`src/rtl/poc_pkg.sv`:
```
`timescale 1ns / 1ps
`default_nettype none

package poc_pkg;

   localparam int DIM_W   = 13;
   localparam int COORD_W = 12;
   localparam int CHAN_W  = 8;
   localparam int CSR_IDX_W = 3;

   localparam logic [DIM_W-1:0]  MAX_DIM    = 13'd4096;
   localparam logic [CHAN_W-1:0] ALPHA_ZERO = 8'd0;
   localparam logic [CHAN_W-1:0] ALPHA_FULL = 8'd255;
   localparam logic [15:0]       ROUND_BIAS = 16'd127;

   // register indexes of the configuration port
   localparam logic [CSR_IDX_W-1:0] REG_CANVAS_WIDTH  = 3'd0;
   localparam logic [CSR_IDX_W-1:0] REG_CANVAS_HEIGHT = 3'd1;
   localparam logic [CSR_IDX_W-1:0] REG_FRAME_WIDTH   = 3'd2;
   localparam logic [CSR_IDX_W-1:0] REG_FRAME_HEIGHT  = 3'd3;
   localparam logic [CSR_IDX_W-1:0] REG_OFFSET_X      = 3'd4;
   localparam logic [CSR_IDX_W-1:0] REG_OFFSET_Y      = 3'd5;

   typedef struct packed {
      logic [CHAN_W-1:0] src_red;
      logic [CHAN_W-1:0] src_green;
      logic [CHAN_W-1:0] src_blue;
      logic [CHAN_W-1:0] src_alpha;
      logic [CHAN_W-1:0] dst_red;
      logic [CHAN_W-1:0] dst_green;
      logic [CHAN_W-1:0] dst_blue;
      logic [CHAN_W-1:0] dst_alpha;
   } req_payload_type;

   typedef struct packed {
      logic               write_enable;
      logic [COORD_W-1:0] canvas_col;
      logic [COORD_W-1:0] canvas_row;
      logic [CHAN_W-1:0]  out_red;
      logic [CHAN_W-1:0]  out_green;
      logic [CHAN_W-1:0]  out_blue;
      logic [CHAN_W-1:0]  out_alpha;
      logic               frame_done;
   } rsp_payload_type;

   typedef struct packed {
      logic [CHAN_W-1:0] red;
      logic [CHAN_W-1:0] green;
      logic [CHAN_W-1:0] blue;
      logic [CHAN_W-1:0] alpha;
   } pixel_type;

   // clipped placement of the frame on the canvas
   typedef struct packed {
      logic [DIM_W-1:0] frame_w;
      logic [DIM_W-1:0] frame_h;
      logic [DIM_W-1:0] x0;
      logic [DIM_W-1:0] y0;
      logic [DIM_W-1:0] draw_w;
      logic [DIM_W-1:0] draw_h;
   } geom_type;

   typedef struct packed {
      logic [COORD_W-1:0] col;
      logic [COORD_W-1:0] row;
      logic               done;
   } pos_type;

endpackage

`default_nettype wire

```
`src/rtl/poc_req_if.sv`:
```
`timescale 1ns / 1ps
`default_nettype none

interface poc_req_if import poc_pkg::*; ();
   logic            valid;
   logic            ready;
   req_payload_type payload;

   modport source (output valid, output payload, input ready);
   modport sink (input valid, input payload, output ready);
endinterface

`default_nettype wire

```
`src/rtl/poc_rsp_if.sv`:
```
`timescale 1ns / 1ps
`default_nettype none

interface poc_rsp_if import poc_pkg::*; ();
   logic            valid;
   logic            ready;
   rsp_payload_type payload;

   modport source (output valid, output payload, input ready);
   modport sink (input valid, input payload, output ready);
endinterface

`default_nettype wire

```
`src/rtl/premultiplied_over_composite_top.sv`:
```
// an accepted req word reaches rsp through the input stage, then the result stage
// throughput: one pixel per clock; the result stage frees its slot in the cycle rsp is taken,
// so a new req word is accepted in that same cycle; a stalled rsp blocks req once both stages fill
// reset: synchronous, active high; clears the six size/offset registers, the frame
// position counters and both stage valid flags
`timescale 1ns / 1ps
`default_nettype none

module premultiplied_over_composite_top import poc_pkg::*; (
   input  wire logic                 clock,
   input  wire logic                 reset,
   poc_req_if.sink                   req_ch,
   poc_rsp_if.source                 rsp_ch,
   input  wire logic                 csr_write_enable,
   input  wire logic [CSR_IDX_W-1:0] csr_index,
   input  wire logic [DIM_W-1:0]     csr_write_data
);

   geom_type        geom;
   pos_type         pos;
   pixel_type       blended;
   pixel_type       src_pix, dst_pix;

   logic            in_vld_ff, in_vld_in;
   logic            out_vld_ff, out_vld_in;
   req_payload_type in_word_ff, in_word_in;
   pos_type         in_pos_ff, in_pos_in;
   rsp_payload_type out_word_ff, out_word_in;

   logic            accept, out_free, stage_move, write_en;
   logic [DIM_W-1:0] col_sum, row_sum;

   poc_csr u_csr (
      .clock            (clock),
      .reset            (reset),
      .csr_write_enable (csr_write_enable),
      .csr_index        (csr_index),
      .csr_write_data   (csr_write_data),
      .geom             (geom)
   );

   poc_position u_position (
      .clock   (clock),
      .reset   (reset),
      .advance (accept),
      .frame_w (geom.frame_w),
      .frame_h (geom.frame_h),
      .pos     (pos)
   );

   always_comb begin
      src_pix = '{red: in_word_ff.src_red, green: in_word_ff.src_green,
                  blue: in_word_ff.src_blue, alpha: in_word_ff.src_alpha};
      dst_pix = '{red: in_word_ff.dst_red, green: in_word_ff.dst_green,
                  blue: in_word_ff.dst_blue, alpha: in_word_ff.dst_alpha};
   end

   poc_blend u_blend (
      .src    (src_pix),
      .dst    (dst_pix),
      .result (blended)
   );

   // handshake between the two stages
   always_comb begin
      out_free     = !out_vld_ff || rsp_ch.ready;
      stage_move   = in_vld_ff && out_free;
      req_ch.ready = !in_vld_ff || out_free;
      accept       = req_ch.valid && req_ch.ready;

      in_vld_in  = accept ? 1'b1 : (stage_move ? 1'b0 : in_vld_ff);
      out_vld_in = stage_move ? 1'b1 : (rsp_ch.ready ? 1'b0 : out_vld_ff);
      in_word_in = accept ? req_ch.payload : in_word_ff;
      in_pos_in  = accept ? pos : in_pos_ff;
   end

   // clip and assemble the result word
   always_comb begin
      write_en = ({1'b0, in_pos_ff.col} < geom.draw_w) && ({1'b0, in_pos_ff.row} < geom.draw_h);
      col_sum  = geom.x0 + {1'b0, in_pos_ff.col};
      row_sum  = geom.y0 + {1'b0, in_pos_ff.row};

      out_word_in = out_word_ff;
      if (stage_move) begin
         out_word_in            = '0;
         out_word_in.frame_done = in_pos_ff.done;
         if (write_en) begin
            out_word_in.write_enable = 1'b1;
            out_word_in.canvas_col   = col_sum[COORD_W-1:0];
            out_word_in.canvas_row   = row_sum[COORD_W-1:0];
            out_word_in.out_red      = blended.red;
            out_word_in.out_green    = blended.green;
            out_word_in.out_blue     = blended.blue;
            out_word_in.out_alpha    = blended.alpha;
         end
      end
   end

   always_ff @(posedge clock) begin
      if (reset) begin
         in_vld_ff  <= 1'b0;
         out_vld_ff <= 1'b0;
      end else begin
         in_vld_ff  <= in_vld_in;
         out_vld_ff <= out_vld_in;
      end
   end

   always_ff @(posedge clock) begin
      in_word_ff  <= in_word_in;
      in_pos_ff   <= in_pos_in;
      out_word_ff <= out_word_in;
   end

   assign rsp_ch.valid   = out_vld_ff;
   assign rsp_ch.payload = out_word_ff;

`ifndef SYNTHESIS
   a_clipped_word_zero: assert property (@(posedge clock) disable iff (reset)
      out_vld_ff && !out_word_ff.write_enable |->
         out_word_ff.canvas_col == '0 && out_word_ff.canvas_row == '0 &&
         out_word_ff.out_red == '0 && out_word_ff.out_green == '0 &&
         out_word_ff.out_blue == '0 && out_word_ff.out_alpha == '0)
      else $error("clipped word carries nonzero coordinates or color");

   a_input_stage_held: assert property (@(posedge clock) disable iff (reset)
      in_vld_ff && out_vld_ff && !rsp_ch.ready |=> in_vld_ff && $stable(in_word_ff))
      else $error("input stage lost a word while the result stage was stalled");

   a_frame_wraps: assert property (@(posedge clock) disable iff (reset)
      accept && pos.done |=> pos.col == '0 && pos.row == '0)
      else $error("position counters did not wrap after the last pixel of a frame");

   a_reset_clears: assert property (@(posedge clock)
      reset |=> !in_vld_ff && !out_vld_ff && pos.col == '0 && pos.row == '0)
      else $error("reset left a stage valid or a counter nonzero");
`endif

endmodule

`default_nettype wire

```
`src/rtl/poc_csr.sv`:
```
`timescale 1ns / 1ps
`default_nettype none

module poc_csr import poc_pkg::*; (
   input  wire logic                 clock,
   input  wire logic                 reset,
   input  wire logic                 csr_write_enable,
   input  wire logic [CSR_IDX_W-1:0] csr_index,
   input  wire logic [DIM_W-1:0]     csr_write_data,
   output geom_type                  geom
);

   logic [DIM_W-1:0] canvas_w_ff, canvas_h_ff, frame_w_ff, frame_h_ff, offset_x_ff, offset_y_ff;
   logic [DIM_W-1:0] canvas_w_in, canvas_h_in, frame_w_in, frame_h_in, offset_x_in, offset_y_in;
   logic [DIM_W-1:0] cw, ch, ox, oy;

   function automatic logic [DIM_W-1:0] sat_dim(input logic [DIM_W-1:0] v);
      return (v > MAX_DIM) ? MAX_DIM : v;
   endfunction

   function automatic logic [DIM_W-1:0] min_dim(input logic [DIM_W-1:0] a,
                                                 input logic [DIM_W-1:0] b);
      return (a < b) ? a : b;
   endfunction

   always_comb begin
      canvas_w_in = canvas_w_ff;
      canvas_h_in = canvas_h_ff;
      frame_w_in  = frame_w_ff;
      frame_h_in  = frame_h_ff;
      offset_x_in = offset_x_ff;
      offset_y_in = offset_y_ff;
      if (csr_write_enable) begin
         case (csr_index)
            REG_CANVAS_WIDTH:  canvas_w_in = csr_write_data;
            REG_CANVAS_HEIGHT: canvas_h_in = csr_write_data;
            REG_FRAME_WIDTH:   frame_w_in  = csr_write_data;
            REG_FRAME_HEIGHT:  frame_h_in  = csr_write_data;
            REG_OFFSET_X:      offset_x_in = csr_write_data;
            REG_OFFSET_Y:      offset_y_in = csr_write_data;
            default: ;
         endcase
      end
   end

   always_ff @(posedge clock) begin
      if (reset) begin
         canvas_w_ff <= '0;
         canvas_h_ff <= '0;
         frame_w_ff  <= '0;
         frame_h_ff  <= '0;
         offset_x_ff <= '0;
         offset_y_ff <= '0;
      end else begin
         canvas_w_ff <= canvas_w_in;
         canvas_h_ff <= canvas_h_in;
         frame_w_ff  <= frame_w_in;
         frame_h_ff  <= frame_h_in;
         offset_x_ff <= offset_x_in;
         offset_y_ff <= offset_y_in;
      end
   end

   always_comb begin
      cw = sat_dim(canvas_w_ff);
      ch = sat_dim(canvas_h_ff);
      ox = min_dim(sat_dim(offset_x_ff), cw);
      oy = min_dim(sat_dim(offset_y_ff), ch);
      geom.frame_w = sat_dim(frame_w_ff);
      geom.frame_h = sat_dim(frame_h_ff);
      geom.x0      = ox;
      geom.y0      = oy;
      // offsets are clamped to the canvas, so the differences never go negative
      geom.draw_w  = min_dim(geom.frame_w, cw - ox);
      geom.draw_h  = min_dim(geom.frame_h, ch - oy);
   end

endmodule

`default_nettype wire

```
`src/rtl/poc_position.sv`:
```
`timescale 1ns / 1ps
`default_nettype none

module poc_position import poc_pkg::*; (
   input  wire logic             clock,
   input  wire logic             reset,
   input  wire logic             advance,
   input  wire logic [DIM_W-1:0] frame_w,
   input  wire logic [DIM_W-1:0] frame_h,
   output pos_type               pos
);

   logic [COORD_W-1:0] col_count_ff, row_count_ff;
   logic [COORD_W-1:0] col_count_in, row_count_in;
   logic [DIM_W-1:0]   col_next, row_next;
   logic               row_end;

   always_comb begin
      col_next = {1'b0, col_count_ff} + 13'd1;
      row_next = {1'b0, row_count_ff} + 13'd1;
      // a counter at or past a shrunken size also ends its row or frame
      row_end  = col_next >= frame_w;
      pos.col  = col_count_ff;
      pos.row  = row_count_ff;
      pos.done = row_end && (row_next >= frame_h);

      col_count_in = col_count_ff;
      row_count_in = row_count_ff;
      if (advance) begin
         if (row_end) begin
            col_count_in = '0;
            row_count_in = pos.done ? '0 : row_next[COORD_W-1:0];
         end else begin
            col_count_in = col_next[COORD_W-1:0];
         end
      end
   end

   always_ff @(posedge clock) begin
      if (reset) begin
         col_count_ff <= '0;
         row_count_ff <= '0;
      end else begin
         col_count_ff <= col_count_in;
         row_count_ff <= row_count_in;
      end
   end

endmodule

`default_nettype wire

```
`src/rtl/poc_blend.sv`:
```
`timescale 1ns / 1ps
`default_nettype none

module poc_blend import poc_pkg::*; (
   input  pixel_type src,
   input  pixel_type dst,
   output pixel_type result
);

   logic [CHAN_W-1:0] inv;

   // floor(x / 255) for x below 65280 (255 * 256): reciprocal estimate, then one correction
   function automatic logic [CHAN_W-1:0] div255(input logic [15:0] x);
      logic [16:0] sum;
      logic [8:0]  q0;
      logic [16:0] prod;
      logic [16:0] rem;
      logic [8:0]  q;
      sum  = {1'b0, x} + {9'd0, x[15:8]};
      q0   = sum[16:8];
      prod = {q0, 8'd0} - {8'd0, q0};
      rem  = {1'b0, x} - prod;
      q    = (rem >= 17'd255) ? q0 + 9'd1 : q0;
      return q[CHAN_W-1:0];
   endfunction

   function automatic logic [CHAN_W-1:0] blend_chan(input logic [CHAN_W-1:0] s,
                                                    input logic [CHAN_W-1:0] d,
                                                    input logic [CHAN_W-1:0] k);
      logic [15:0] prod;
      prod = d * k;
      return s + div255(prod + ROUND_BIAS);
   endfunction

   always_comb begin
      inv = ALPHA_FULL - src.alpha;
      if (src.alpha == ALPHA_ZERO) begin
         result = dst;
      end else if (src.alpha == ALPHA_FULL) begin
         result       = src;
         result.alpha = ALPHA_FULL;
      end else begin
         result.red   = blend_chan(src.red,   dst.red,   inv);
         result.green = blend_chan(src.green, dst.green, inv);
         result.blue  = blend_chan(src.blue,  dst.blue,  inv);
         result.alpha = blend_chan(src.alpha, dst.alpha, inv);
      end
   end

endmodule

`default_nettype wire
```
`src/flat_wrapper.sv`:
```
// flat-port wrapper written by rule: the top's interface ports become plain ports
module premultiplied_over_composite_top_flat import poc_pkg::*;
  (clock, reset, csr_write_enable, csr_index, csr_write_data, req_ch_valid, req_ch_payload, req_ch_ready, rsp_ch_valid, rsp_ch_payload, rsp_ch_ready);
  poc_req_if req_ch_i ();
  poc_rsp_if rsp_ch_i ();
  input  wire logic clock;
  input  wire logic reset;
  input  wire logic csr_write_enable;
  input  wire logic [CSR_IDX_W-1:0] csr_index;
  input  wire logic [DIM_W-1:0] csr_write_data;
  input wire logic [$bits(req_ch_i.valid)-1:0] req_ch_valid;
  input wire logic [$bits(req_ch_i.payload)-1:0] req_ch_payload;
  output wire logic [$bits(req_ch_i.ready)-1:0] req_ch_ready;
  output wire logic [$bits(rsp_ch_i.valid)-1:0] rsp_ch_valid;
  output wire logic [$bits(rsp_ch_i.payload)-1:0] rsp_ch_payload;
  input wire logic [$bits(rsp_ch_i.ready)-1:0] rsp_ch_ready;
  assign req_ch_i.valid = req_ch_valid;
  assign req_ch_i.payload = req_ch_payload;
  assign req_ch_ready = req_ch_i.ready;
  assign rsp_ch_valid = rsp_ch_i.valid;
  assign rsp_ch_payload = rsp_ch_i.payload;
  assign rsp_ch_i.ready = rsp_ch_ready;
  premultiplied_over_composite_top u_core (.clock(clock), .reset(reset), .req_ch(req_ch_i), .rsp_ch(rsp_ch_i), .csr_write_enable(csr_write_enable), .csr_index(csr_index), .csr_write_data(csr_write_data));
endmodule
```
`config.mk`:
```
export PLATFORM = sky130hd
export DESIGN_NAME = premultiplied_over_composite_top_flat
export DESIGN_NICKNAME = d
export VERILOG_FILES = /design/src/rtl/poc_pkg.sv /design/src/rtl/poc_req_if.sv /design/src/rtl/poc_rsp_if.sv /design/src/rtl/premultiplied_over_composite_top.sv /design/src/rtl/poc_csr.sv /design/src/rtl/poc_position.sv /design/src/rtl/poc_blend.sv /design/src/flat_wrapper.sv
export SDC_FILE = /design/constraint.sdc
export NUM_CORES = 1
export LEC_CHECK = 0
export BUFFER_PORTS_ARGS = -buffer_cell sky130_fd_sc_hd__buf_2
export CORE_MARGIN = 4
export CORE_UTILIZATION = 50
export CTS_BUF_LIST = sky130_fd_sc_hd__clkbuf_16
export CTS_CLUSTER_SIZE = 40
export DETAILED_ROUTE_END_ITERATION = 16
export PLACE_DENSITY = 0.71
export SYNTH_ARGS = -nofsm -noshare
export SYNTH_HDL_FRONTEND = slang
export SYNTH_SLANG_ARGS = --single-unit
```
`constraint.sdc`:
```
create_clock -name clock -period 26.6 [get_ports clock]
set_input_delay 1.33 -clock clock [delete_from_list [all_inputs] [get_ports clock]]
set_output_delay 1.33 -clock clock [all_outputs]
set_load 0.1 [all_outputs]
```
== Yosys cells after proc, flatten, opt, wreduce, memory -nomap -nowiden ==
Index checks and enable logic that the tools add are counted.

* $mul: 4
* Eq/ne operators: 6
* $add $sub $neg: 31
* Multiplexer cells: 23
* Reductions and logical operators: 19
* Magnitude comparators: 18

{| class="wikitable"
|+ Operators by type and width
! operator !! number
|-
| two-way mux 13 bit || 10
|-
| > comparator 13 bit, second input constant || 6
|-
| adder 16 x 8 -> 17 bit || 4
|-
| greater-or-equal comparator 17 x 8 -> 1 bit, second input constant || 4
|-
| subtractor 16 x 17 -> 17 bit || 4
|-
| subtractor 17 x 9 -> 17 bit || 4
|-
| adder 16 x 7 -> 16 bit, second input constant || 4
|-
| multiplier 8 x 8 -> 16 bit || 4
|-
| two-way mux 32 bit || 2
|-
| two-way mux 57 bit || 1
|-
| < comparator 13 bit || 4
|-
| adder 8 x 1 -> 8 bit, second input constant || 4
|-
| adder 8 bit || 4
|-
| two-way mux 8 bit || 4
|-
| adder 12 x 1 -> 13 bit, second input constant || 2
|-
| greater-or-equal comparator 13 bit || 2
|-
| < comparator 12 x 13 -> 1 bit || 2
|-
| subtractor 13 bit || 2
|-
| adder 12 bit || 2
|-
| two-way mux 12 bit || 2
|-
| AND reduction 2 bit || 7
|-
| equality test 8 bit, second input constant || 1
|-
| zero test 8 bit || 1
|-
| subtractor 8 bit, first input constant || 1
|-
| other kinds (9) || 20
|}

* Register bits: 251
* Logic and storage cells: 130
* Input port bits: 85
* Output and inout port bits: 60

== Longest topological paths before layout ==
Gate-level depths: netlist of the first run.

* Word-level depth: 12
* Mapped depth: 54
* Mapped depth without buffers: 52

== Modules after synthesis ==
A second synthesis of the first run with hierarchy kept.

* Cells, all modules: 3,694
* Area total of the unflattened synthesis: 31,899.3 µm²

{| class="wikitable"
|+ By module, submodules not included
! module !! seq. area each (µm²) !! times used !! area each (µm²) !! cells each
|-
| poc_blend || 0.0 || 1 || 17,436.7 || 2,210
|-
| premultiplied_over_composite_top || 4,454.3 || 1 || 6,338.6 || 412
|-
| poc_csr || 1,561.5 || 1 || 6,100.9 || 825
|-
| poc_position || 480.5 || 1 || 2,023.2 || 247
|}

== Worst setup path before layout of the first run ==
OpenSTA, ideal clock, no wires.

* Path type: reg-to-reg
* Start point: reg u_core.in_word_ff[39] (netlist bit)
* End point: reg u_core.out_word_ff (netlist bit u_core.rsp_ch.payload[32]), data pin
* Arrival: 11.252 ns
* Path buffers: 2
* Path slack: 15.073 ns
* Clock period less this slack: 11.527 ns
* Setup time: 0.276 ns
* Data required time: 26.324 ns
* Stages on the path, launching flop included: 52
* Path through: edfxtp_1 -> clkbuf_1 -> clkbuf_1 -> nand2b_1 -> fa_1 -> fa_1 -> inv_1 -> fa_1 -> inv_1 -> fa_1 -> inv_1 -> ha_1 -> or3_1 -> a31oi_1 -> nor2_1 -> a221oi_1 -> xor2_1 -> inv_1 -> [16 not listed] -> o41ai_1 -> or4b_1 -> o211ai_1 -> xnor2_1 -> nand4b_1 -> mux2_2 -> ha_1 -> a21o_1 -> a21oi_1 -> o21bai_1 -> a21oi_1 -> o21bai_1 -> a21oi_1 -> xnor2_1 -> a31o_2 -> a21oi_1 -> xnor2_1 -> a211oi_1

* Word-level cells in the longest chain between the ends: 11
* Elaborated cells between the ends (all ways): 14
* Those cells by class: 7 x add/sub; 1 x mul; 1 x order compare; 1 x eq/ne; 3 x mux; 1 x reduce/logical

{| class="wikitable"
|+ Ends and longest elaborated chain
! what !! line !! text
|-
| start: declaration || premultiplied_over_composite_top.sv:26 || <nowiki>req_payload_type in_word_ff, in_word_in;</nowiki>
|-
| start signal: assignment || premultiplied_over_composite_top.sv:110 || <nowiki>in_word_ff <= in_word_in;</nowiki>
|-
| subtractor 8 bit || poc_blend.sv:36 || <nowiki>inv = ALPHA_FULL - src.alpha;</nowiki>
|-
| multiplier 8 x 8 -> 16 bit || poc_blend.sv:31 || <nowiki>prod = d * k;</nowiki>
|-
| adder 16 x 7 -> 16 bit || poc_blend.sv:32 || <nowiki>return s + div255(prod + ROUND_BIAS);</nowiki>
|-
| adder 16 x 8 -> 17 bit || poc_blend.sv:19 || <nowiki>sum = {1'b0, x} + {9'd0, x[15:8]};</nowiki>
|-
| subtractor 17 x 9 -> 17 bit || poc_blend.sv:21 || <nowiki>prod = {q0, 8'd0} - {8'd0, q0};</nowiki>
|-
| subtractor 16 x 17 -> 17 bit || poc_blend.sv:22 || <nowiki>rem = {1'b0, x} - prod;</nowiki>
|-
| greater-or-equal comparator 17 x 8 -> 1 bit || poc_blend.sv:23 || <nowiki>q = (rem >= 17'd255) ? q0 + 9'd1 : q0;</nowiki>
|-
| two-way mux 8 bit || poc_blend.sv:23 ||
|-
| adder 8 bit || poc_blend.sv:32 ||
|-
| two-way mux 32 bit || poc_blend.sv:39 || <nowiki>end else if (src.alpha == ALPHA_FULL) begin</nowiki>
|-
| two-way mux 32 bit * || poc_blend.sv:37 || <nowiki>if (src.alpha == ALPHA_ZERO) begin</nowiki>
|-
| end signal: assignment || premultiplied_over_composite_top.sv:112 || <nowiki>out_word_ff <= out_word_in;</nowiki>
|-
| end: declaration || premultiplied_over_composite_top.sv:28 || <nowiki>rsp_payload_type out_word_ff, out_word_in;</nowiki>
|}

Mark *: on every way between the ends. The rest lies on a longest branch, timed or not.
A chain may end at the register's enable or synchronous reset.

== Worst setup path in the final report of the first run ==
Ends and elaborated chain as after synthesis.

==> results of run 1 <==
[placed cells by master (no fill, tap or decap), types with 29 or more instances in the layout]
| cell type | n |
|---|---|
| xnor2_1 | 167 |
| o21bai_1 | 34 |
| xor2_1 | 60 |
| o21a_1 | 45 |
| nor2_1 | 174 |
| nand2b_1 | 131 |
| ha_1 | 452 |
| o21ai_0 | 116 |
| buf_2 | 144 |
| nor3_1 | 42 |
| nand4_1 | 31 |
| a21o_1 | 67 |
| inv_1 | 494 |
| o211ai_1 | 31 |
| dfxtp_1 | 104 |
| nand2_1 | 301 |
| nand3_1 | 42 |
| a21oi_1 | 240 |
| clkbuf_16 | 29 |
| mux2_2 | 32 |
| edfxtp_1 | 147 |
| fa_1 | 176 |
| and3_1 | 31 |
| nor2b_1 | 231 |
[registers in the layout (all words and copies together) (netlist names), 12 cells and up]
signal / flops
u_core.in_word_ff: 32
u_core.rsp_ch.payload: 58
u_core.u_csr.canvas_w_ff: 13
u_core.u_csr.frame_w_ff: 13
u_core.u_csr.offset_y_ff: 13
u_core.u_csr.frame_h_ff: 13
u_core.u_csr.canvas_h_ff: 13
u_core.u_position.col_count_ff: 12
u_core.u_csr.offset_x_ff: 13
u_core.dst_pix: 32
u_core.u_position.row_count_ff: 12
u_core.in_pos_ff: 25
[critical path, delay by kind of cell (launching register included)]
kind            cells  cell delay, ns
fa+ha+maj          10            3.94
mux                 1            0.46
buf+inv             7            0.66
compound gates     18            3.70
flops               1            0.35
simple gates       11            2.45
xor+xnor            4            0.75
[cell families (layout without fill, tap and decap cells)]
family / Yosys count / count (layout) / share of synthesized area [%]
compound gates: 695 / 695 / 14.6
buf+inv: 577 / 702 / 7.08
flops: 251 / 251 / 21.1
xor+xnor: 233 / 233 / 6.80
fa+ha+maj: 630 / 630 / 29.9
simple gates: 1105 / 1105 / 18.7
mux: 52 / 52 / 1.82
[routing by layer]
layer,vias to the layer above,part of all wire [%],routed length (um)
met3,88,5.5,4100
met4,2,2.1,1540
met1,11600,45,33500
met2,589,48,35700
met5,-,0.016,12
li1,12300,-,-
[stage by stage]
stage               worst slack, ns  instances  utilization [%]  cell area (um2)
floorplan                     15.07       3543                -            30800
global placement              14.29       4398             53.3            32300
detailed placement            14.08       4398             53.3            32300
CTS                           14.05       4450             54.8            33200
global route                  13.12       4450             54.8            33200
finish                        13.96       4450             54.8            33200
[how the worst min path moves through the flow]
stage | from | endpoint | slack, ns | depth (start not counted)
6_report | u_core.in_pos_ff[0]$_DFFE_PP_ | u_core.rsp_ch.payload[0]$_DFFE_PP_ | 0.44 | 0
5_1_grt | u_core.in_pos_ff[0]$_DFFE_PP_ | u_core.rsp_ch.payload[0]$_DFFE_PP_ | 0.45 | 0
4_1_cts | u_core.in_pos_ff[0]$_DFFE_PP_ | u_core.rsp_ch.payload[0]$_DFFE_PP_ | 0.43 | 0
3_5_place_dp | u_core.in_pos_ff[0]$_DFFE_PP_ | u_core.rsp_ch.payload[0]$_DFFE_PP_ | 0.41 | 0
3_3_place_gp | u_core.in_pos_ff[0]$_DFFE_PP_ | u_core.rsp_ch.payload[0]$_DFFE_PP_ | 0.42 | 0
2_1_floorplan | u_core.in_pos_ff[0]$_DFFE_PP_ | u_core.rsp_ch.payload[0]$_DFFE_PP_ | 0.40 | 0
[final cells by class]
| type | instances | area [um2] | share of cell area [%] |
|---|---|---|---|
| inverter | 490 | 1840 | 5.55 |
| clock inverter | 23 | 208 | 0.626 |
| multi-input combinational | 2715 | 22100 | 66.6 |
| tap | 782 | 978 | 2.95 |
| sequential | 251 | 6500 | 19.6 |
| timing repair buffer | 160 | 841 | 2.53 |
| clock buffer | 29 | 726 | 2.19 |
==> summary.txt, run 1 <==
Floorplanning
  • Initial cell density of the core: 50.8%
  • I/O pin cnt: 145
  • Die area: about 0.066 mm2
  • Die X: approximately 260 um
  • Chip Height: ~260 um
  • Number of cell rows: 90
  • Core Area: about 0.06 mm2

Worst setup path
  • CP Class: reg -> reg
  • Critical path's largest stage delay: 0.57 ns
  • R2R setup slack: between 10 and 15 ns
  • Startpoint of the worst-slack reg-to-reg timing path: u_core.in_word_ff[39]$_DFFE_PP_
  • CP arrival: 12.89 ns
  • Crit Path Max Fanout: 35
  • Critical path capture point: u_core.rsp_ch.payload[32]$_SDFFCE_PN0P_
  • Slowest cell on crit path: o41ai_1
  • CP endpoint kind: register
  • CP Data Required Time: between 20 and 30 ns
  • Crit Reg-Reg Endpoint: u_core.rsp_ch.payload[32]$_SDFFCE_PN0P_
  • CP Launch Type: register
  • Worst R2R Path Depth: between 50 and 60
  • Critical Path Start: u_core.in_word_ff[39]$_DFFE_PP_

Detailed routing
  • Post-route ant nets: 0
  • Drt wl/cell: between 15 and 20 um
  • DRC: 0
  • Vias: about 25k
  • TritonRoute pass-1 iters: 6
  • Final WL: 74800 um
  • DR vias/cell: 5.52
  • Initial drt markers: approximately 1.2k

Logic synthesis
  • Syn Std Cell Area: 0.0308 mm2
  • Top-count cell post-synth: inv_1
  • Post-synth EDFFs: between 100 and 150
  • Post-synthesis sequential area ratio: about a fifth
  • Flops & latches, synth: roughly 250
  • Yosys warns: 0
  • Synth top area cells: ha_1 18%, edfxtp_1 14%, fa_1 11%
  • Synth Area per Inst: between 8 and 9 um2
  • Synth top area share: between 15 and 20%
  • Synth Net Count: roughly 4.3k
  • Synth unique cells: around 110
  • Post-synth top cells: 488 x inv_1, 452 x ha_1, 302 x nand2_1
  • Asr flop ratio synth: 0%
  • Main synth FF type: edfxtp_1
  • Synth Instances: 3543
  • Area leader, netlist: ha_1

STA
  • Hold WS: approximately 0.44 ns
  • Share of the clock period used by the worst path: a little under half
  • Setup TNS: 0 ns
  • Max Slew Vio Count: 0
  • RSZ-0062 raised after global routing: false
  • Final setup vio count: 0
  • Highest clock rate: approximately 80 MHz
  • Slew @ Worst Pin: between 1 and 1.5 ns
  • Slew margin rel.: around a quarter
  • Final Skew: around 0.062 ns
  • Fin crit period: ~13 ns
  • Fin. Hold Viols: 0

Final layout
  • Share of layout cells above drive strength 1: under 10%
  • Nets: roughly 4.4k
  • Area grow syn2layout: 7.97%
  • # diodes: 0
  • Fillcell total: roughly 5.6k

Outcome
  • Result of the run: completed

Global routing
  • Vias in the first global route: between 20k and 25k
  • Met2 usage: between 30 and 40%
  • GRT met3 Usage: between 3 and 4%
  • First-pass GRT wire length: 123000 um
  • GRT busiest layer: met2
  • Grt ovf: 0
  • Largest net degree at the start of global routing: 95
  • Initial antenna violation count: 2
  • Grt met1 use: slightly above 30%
  • Total track usage: 22.6%

CTS
  • Post-cts hold buffer count: 0
  • TritonCTS Sinks: ~250
  • Cts bufs inserted: 28
  • CTS tree: yes
  • Clock Tree Root: clkbuf_16
  • Postcts setup bufs: 0
  • Clk slew on worst S/H paths: 0.06 ns
  • Clk_lat worst skew: between 0.6 and 0.7 ns
  • CTS HTree Levels: 1
  • Post-CTS Resized: 0
  • Clock Path Buffers: 3

Run
  • Number of max-cap violations: 0

Placed design
  • Port bufs: approximately 140
  • RePlAce Congestion: about 0.9
  • Post-DP HPWL: about 59000 um

Min path
  • Hold/Removal Path Class: reg -> reg
Power of run 1 is left out: the tool's default activity adds up to more than one toggle a clock period on the data nets, which glitch-free logic cannot reach.
==> run 2, diff against run 1 <==
Settings changed: PLACE_DENSITY 0.71 to 0.74.
Clock period 26.6 ns to 10.6 ns, I/O delays scaled along.
==> run 2 against run 1 <==
  * The run now ends with negative setup slack left
  * Die area unchanged
  * First-iteration DRC count increased by 32%
  * Fmax grew 16%
  * Routed wire length increased by 16%
  * Hold slack lost 0.34 ns
  * Critical endpoint is now u_core.rsp_ch.payload[12]$_SDFFCE_PN0P_
  * Largest cell class unchanged
==> summary.txt, run 2 (synthesis gave the netlist of run 1 again) <==
Floorplanning
  • Chip Height: 256 um
  • Die area: about 0.066 mm2
  • Initial cell density of the core: between 50 and 60%
  • Number of cell rows: 90
  • I/O pin cnt: around 150
  • Core Area: around 0.06 mm2
  • Die X: around 260 um

Detailed routing
  • DRC: 0
  • TritonRoute pass-1 iters: 7
  • Initial drt markers: 1610
  • DR vias/cell: between 5 and 6
  • Final WL: between 80000 and 90000 um
  • Drt wl/cell: roughly 18 um
  • Vias: around 28k
  • Post-route ant nets: 0

Worst setup path
  • R2R setup slack: -0.32 ns
  • CP arrival: roughly 11 ns
  • Most frequent CP cell: buf_4
  • CP Launch Type: register
  • Critical path's largest stage delay: 0.53 ns
  • CP Class: reg -> reg
  • CP endpoint kind: register
  • Slowest cell on crit path: or4_4
  • Startpoint of the worst-slack reg-to-reg timing path: u_core.in_word_ff[38]$_DFFE_PP_
  • Crit Reg-Reg Endpoint: u_core.rsp_ch.payload[12]$_SDFFCE_PN0P_
  • Worst R2R Path Depth: 51
  • Crit Path Max Fanout: 6
  • CP Data Required Time: 11.06 ns

Global routing
  • Total track usage: 25.3%
  • Largest net degree at the start of global routing: about 90
  • Vias in the first global route: roughly 28k
  • Grt ovf: 0
  • Initial antenna violation count: 6
  • First-pass GRT wire length: 138000 um

CTS
  • Clk_lat worst skew: around 0.61 ns
  • Post-cts hold buffer count: 0
  • Clock Path Buffers: 3
  • TritonCTS Sinks: 251
  • CTS tree: yes
  • Cts bufs inserted: 29
  • CTS HTree Levels: 1
  • Clk slew on worst S/H paths: around 0.080 ns
  • Clock Tree Root: clkbuf_16

Final layout
  • Share of layout cells above drive strength 1: between 20% and 30%
  • Area grow syn2layout: 27.3%
  • FF/Latch Area: about 0.0065 mm2
  • Area of all placed cells without fillers: between 0.03 and 0.04 mm2
  • Commonest cells after routing, fill and taps aside: 499 x buf_4, 464 x inv_1, 396 x ha_1, 296 x nand2_1, 202 x nor2b_1
  • Area of the multi-input gates: approximately 0.024 mm2
  • Commonest non-fill, non-tap cell in the layout: buf_4
  • Fillcell total: 4697
  • Nets: 4876
  • Max FFs per register: a little under 60

STA
  • Hold WS: approximately 0.09 ns
  • Share of the clock period used by the worst path: 103%
  • Highest clock rate: a little over 90 MHz
  • Final setup vio count: 14
  • RSZ-0062 raised after global routing: true
  • Slew @ Worst Pin: 1.08 ns
  • Final setup margin: -0.319 ns
  • Slew margin rel.: between 20% and 30%
  • Final Skew: about 0.018 ns
  • Fin crit period: 10.92 ns
  • Fin. Hold Viols: 0
  • Max Slew Vio Count: 0

Placed design
  • Post-DP HPWL: between 60000 and 70000 um
  • Port bufs: around 140
  • RePlAce Congestion: 0.940
  • DP Area: ~0.036 mm2

Run
  • Number of max-cap violations: 0

Outcome
  • Failing checks: negative setup slack
  • Result of the run: finished, violations left

Min path
  • WHS Path Cells: 1
  • Hold Path Sink: u_core.in_word_ff[39]$_DFFE_PP_
  • Hold/Removal Path Class: in -> reg
  • Hold_sp: req_ch_payload[39]
## run 2: cell types whose count changed in the layout (fill, tap and decap cells not counted), sizes merged
cell,delta
buf,+515
bufinv,+2
clkbuf,+1
clkinv,-3
diode,+2
inv,+3
## run 2: repair_timing
action,CTS,global route
gates resized for setup,125,179
buffers inserted,63,37
pin swaps,165,183
gates cloned,1,1
setup endpoints to repair,16,48
## run 2: worst max-delay path: cells and delay by family (launching register included)
kind,cells,cell delay (ns)
AOI/OAI and AO/OA,15,3.16
DFF,1,0.46
buffers and inverters,13,1.33
adders and majority gates,10,3.55
xor gates and xnor gates,4,0.61
and+or+nand+nor,9,1.65
## run 2: metrics by stage
stage          instances  TNS (ns)  util [%]  worst slack (ns)
6_report            4970     -2.21      64.6            -0.319
5_1_grt             4968    -11.04      64.6            -0.831
3_3_place_gp        4815     -2.22      59.3            -0.465
4_1_cts             4932     -1.27      62.7            -0.276
3_5_place_dp        4815     -3.98      59.3            -0.655
2_1_floorplan       3543   -0.0278         -           -0.0278
## run 2: per-layer routing
layer,part of all wire (%),wire length (um),vias up,GRT usage [%]
met4,3.7,3210,6,7.76
met1,41,35900,13200,32.0
met5,0.052,45,-,0
li1,-,-,13300,-
met2,48,42100,837,44.1
met3,6.8,5970,200,4.36
## run 2: worst max-delay path by stage
stage                                          from                                       to
floorplan           u_core.in_word_ff[34]$_DFFE_PP_  u_core.rsp_ch.payload[32]$_SDFFCE_PN0P_
global placement    u_core.in_word_ff[37]$_DFFE_PP_  u_core.rsp_ch.payload[16]$_SDFFCE_PN0P_
detailed placement  u_core.in_word_ff[37]$_DFFE_PP_  u_core.rsp_ch.payload[16]$_SDFFCE_PN0P_
CTS                 u_core.in_word_ff[34]$_DFFE_PP_  u_core.rsp_ch.payload[16]$_SDFFCE_PN0P_
global route        u_core.in_word_ff[32]$_DFFE_PP_  u_core.rsp_ch.payload[24]$_SDFFCE_PN0P_
finish              u_core.in_word_ff[38]$_DFFE_PP_  u_core.rsp_ch.payload[12]$_SDFFCE_PN0P_
## run 2: layout make-up
class                      count  share of cell area (%)
antenna                        2                  0.0128
timing repair buffer         676                    12.5
tap                          782                    2.50
sequential                   251                    16.6
clock inverter                25                   0.703
clock buffer                  29                    1.85
multi-input combinational   2715                    61.1
inverter                     490                    4.72
Power of run 2 is left out for the same reason.
==> run 3, diff against run 2 <==
Settings changed: CORE_ASPECT_RATIO from default to 1.5.
==> run 3 against run 2 <==
  * Fmax increased by 1.2%
  * The flow still finishes with violations (negative setup slack)
  * Core utilization decreased by 0.84 points
  * Flip-flop and latch count unchanged
  * Critical endpoint is now u_core.rsp_ch.payload[32]$_SDFFCE_PN0P_
  * Die area increased by 0.13%
  * Routed wire length increased by 1.2%
==> summary.txt, run 3 (synthesis gave the netlist of run 1 again) <==
Final layout
  • Share of layout cells above drive strength 1: 26.9%
  • Area grow syn2layout: 26.4%
  • Nets: between 4k and 5k
  • FF/Latch Area: 0.00650 mm2
  • Area of the multi-input gates: about 0.024 mm2
  • Fillcell total: just under 5k
  • Commonest cells after routing, fill and taps aside: 469 x buf_4, 439 x inv_1, 379 x ha_1, 296 x nand2_1, 203 x nor2b_1
  • Max FFs per register: a little under 60
  • Commonest non-fill, non-tap cell in the layout: buf_4

Detailed routing
  • DR vias/cell: ~5.5
  • TritonRoute pass-1 iters: 5
  • Final WL: between 80000 and 90000 um
  • Vias: 27.3k
  • DRC: 0
  • Post-route ant nets: 0
  • Drt wl/cell: around 18 um
  • Initial drt markers: about 1.4k

Worst setup path
  • CP Class: reg -> reg
  • Most frequent CP cell: a21oi_2
  • Crit Path Max Fanout: 5
  • CP Data Required Time: 10.90 ns
  • Worst Path Buf+Inv: 7
  • Family with the most delay on the worst path: adder cells
  • CP endpoint kind: register
  • CP Launch Type: register
  • Slowest cell on crit path: fa_1
  • Critical path's largest stage delay: 0.53 ns
  • CP arrival: 11.10 ns

CTS
  • Post-cts hold buffer count: 0
  • Cts bufs inserted: 28
  • Clk slew on worst S/H paths: 0.08 ns
  • CTS HTree Levels: 1
  • Clock Path Buffers: 3
  • Clock Tree Root: clkbuf_16
  • CTS tree: yes
  • TritonCTS Sinks: approximately 250
  • Clk_lat worst skew: roughly 0.59 ns

Global routing
  • First-pass GRT wire length: approximately 140000 um
  • Grt ovf: 0
  • Initial antenna violation count: 6
  • Total track usage: between 20% and 30%
  • Vias in the first global route: 28.5k
  • Largest net degree at the start of global routing: 93

STA
  • Setup TNS: -0.572 ns
  • Fin crit period: ~11 ns
  • Slew margin rel.: 26.0%
  • Max Slew Vio Count: 0
  • Final setup vio count: 5
  • Fin. Hold Viols: 0
  • Final Skew: approximately 0.021 ns
  • Highest clock rate: around 93 MHz
  • RSZ-0062 raised after global routing: true
  • Final setup margin: -0.193 ns
  • Slew @ Worst Pin: approximately 1.1 ns
  • Share of the clock period used by the worst path: 102%

Min path
  • Hold/Removal Path Class: in -> reg

Placed design
  • Post-DP HPWL: about 67000 um
  • Port bufs: 144
  • RePlAce Congestion: 0.906

Floorplanning
  • Chip Height: 312 um
  • Core Area: about 0.06 mm2
  • Die area: approximately 0.066 mm2
  • Number of cell rows: roughly 110
  • I/O pin cnt: roughly 150
  • Initial cell density of the core: about 50%
  • Die X: roughly 210 um

Run
  • Number of max-cap violations: 0

Outcome
  • Result of the run: finished, violations left
  • Failing checks: negative setup slack
run 3: changes by cell type in the layout (fill, tap and decap cells not counted), moves of 6 or more:
| cell | delta |
|---|---|
| ha_4 | +14 |
| clkinv_2 | +6 |
| buf_4 | -30 |
| inv_1 | -25 |
| ha_1 | -17 |
| inv_2 | +19 |
| buf_6 | -7 |
run 3: final timing paths:
path	from	end	slack, ns	cells past startpoint
worst max-delay path	u_core.in_word_ff[35]$_DFFE_PP_	u_core.rsp_ch.payload[32]$_SDFFCE_PN0P_	-0.19	52
worst min-delay path	req_ch_payload[0]	u_core.dst_pix[0]$_DFFE_PP_	0.12	1
worst max register to register	u_core.in_word_ff[35]$_DFFE_PP_	u_core.rsp_ch.payload[32]$_SDFFCE_PN0P_	-0.19	52
worst min register to register	u_core.u_csr.offset_y_ff[10]$_SDFFE_PP0P_	u_core.u_csr.offset_y_ff[10]$_SDFFE_PP0P_	0.45	2
run 3: area by class of cell:
class                           instances  share of cell area [%]
Inverter                              490                    4.76
Clock buffer                           31                    2.00
Multi-Input combinational cell       2716                    62.1
Antenna cell                            2                  0.0129
Sequential cell                       251                    16.7
Clock inverter                         20                   0.328
Timing Repair Buffer                  634                    11.5
Tap cell                              791                    2.55
run 3: through the flow:
| stage | setup slack [ns] | util [%] | instances | area, um2 | hold WS [ns] |
|---|---|---|---|---|---|
| final | -0.193 | 63.8 | 4935 | 38900 | 0.118 |
| after global routing | -0.581 | 63.8 | 4933 | 38900 | 0.103 |
| after floorplan | -0.0278 | - | 3543 | 31400 | 0.400 |
| after CTS | -0.165 | 61.9 | 4902 | 37700 | 0.0789 |
| after global placement | -0.226 | 58.4 | 4785 | 35600 | 0.437 |
| after detailed placement | -0.488 | 58.4 | 4785 | 35600 | 0.442 |
run 3: repair_timing:
| action | 4_1_cts | 5_1_grt |
|---|---|---|
| gates resized for setup | 154 | 190 |
| gates cloned | 1 | 2 |
| pin swaps | 182 | 186 |
| endpoints found under the setup margin | 12 | 50 |
| buffers inserted | 66 | 35 |
run 3: layer usage:
layer  vias up  wire [um]  track usage, %
li1      13200          -               -
met1     13200      32600            27.5
met2       693      47100            49.3
met3       276       4120            3.31
met4         6       4350            11.1
met5         -         41               0
Power of run 3 is left out for the same reason.
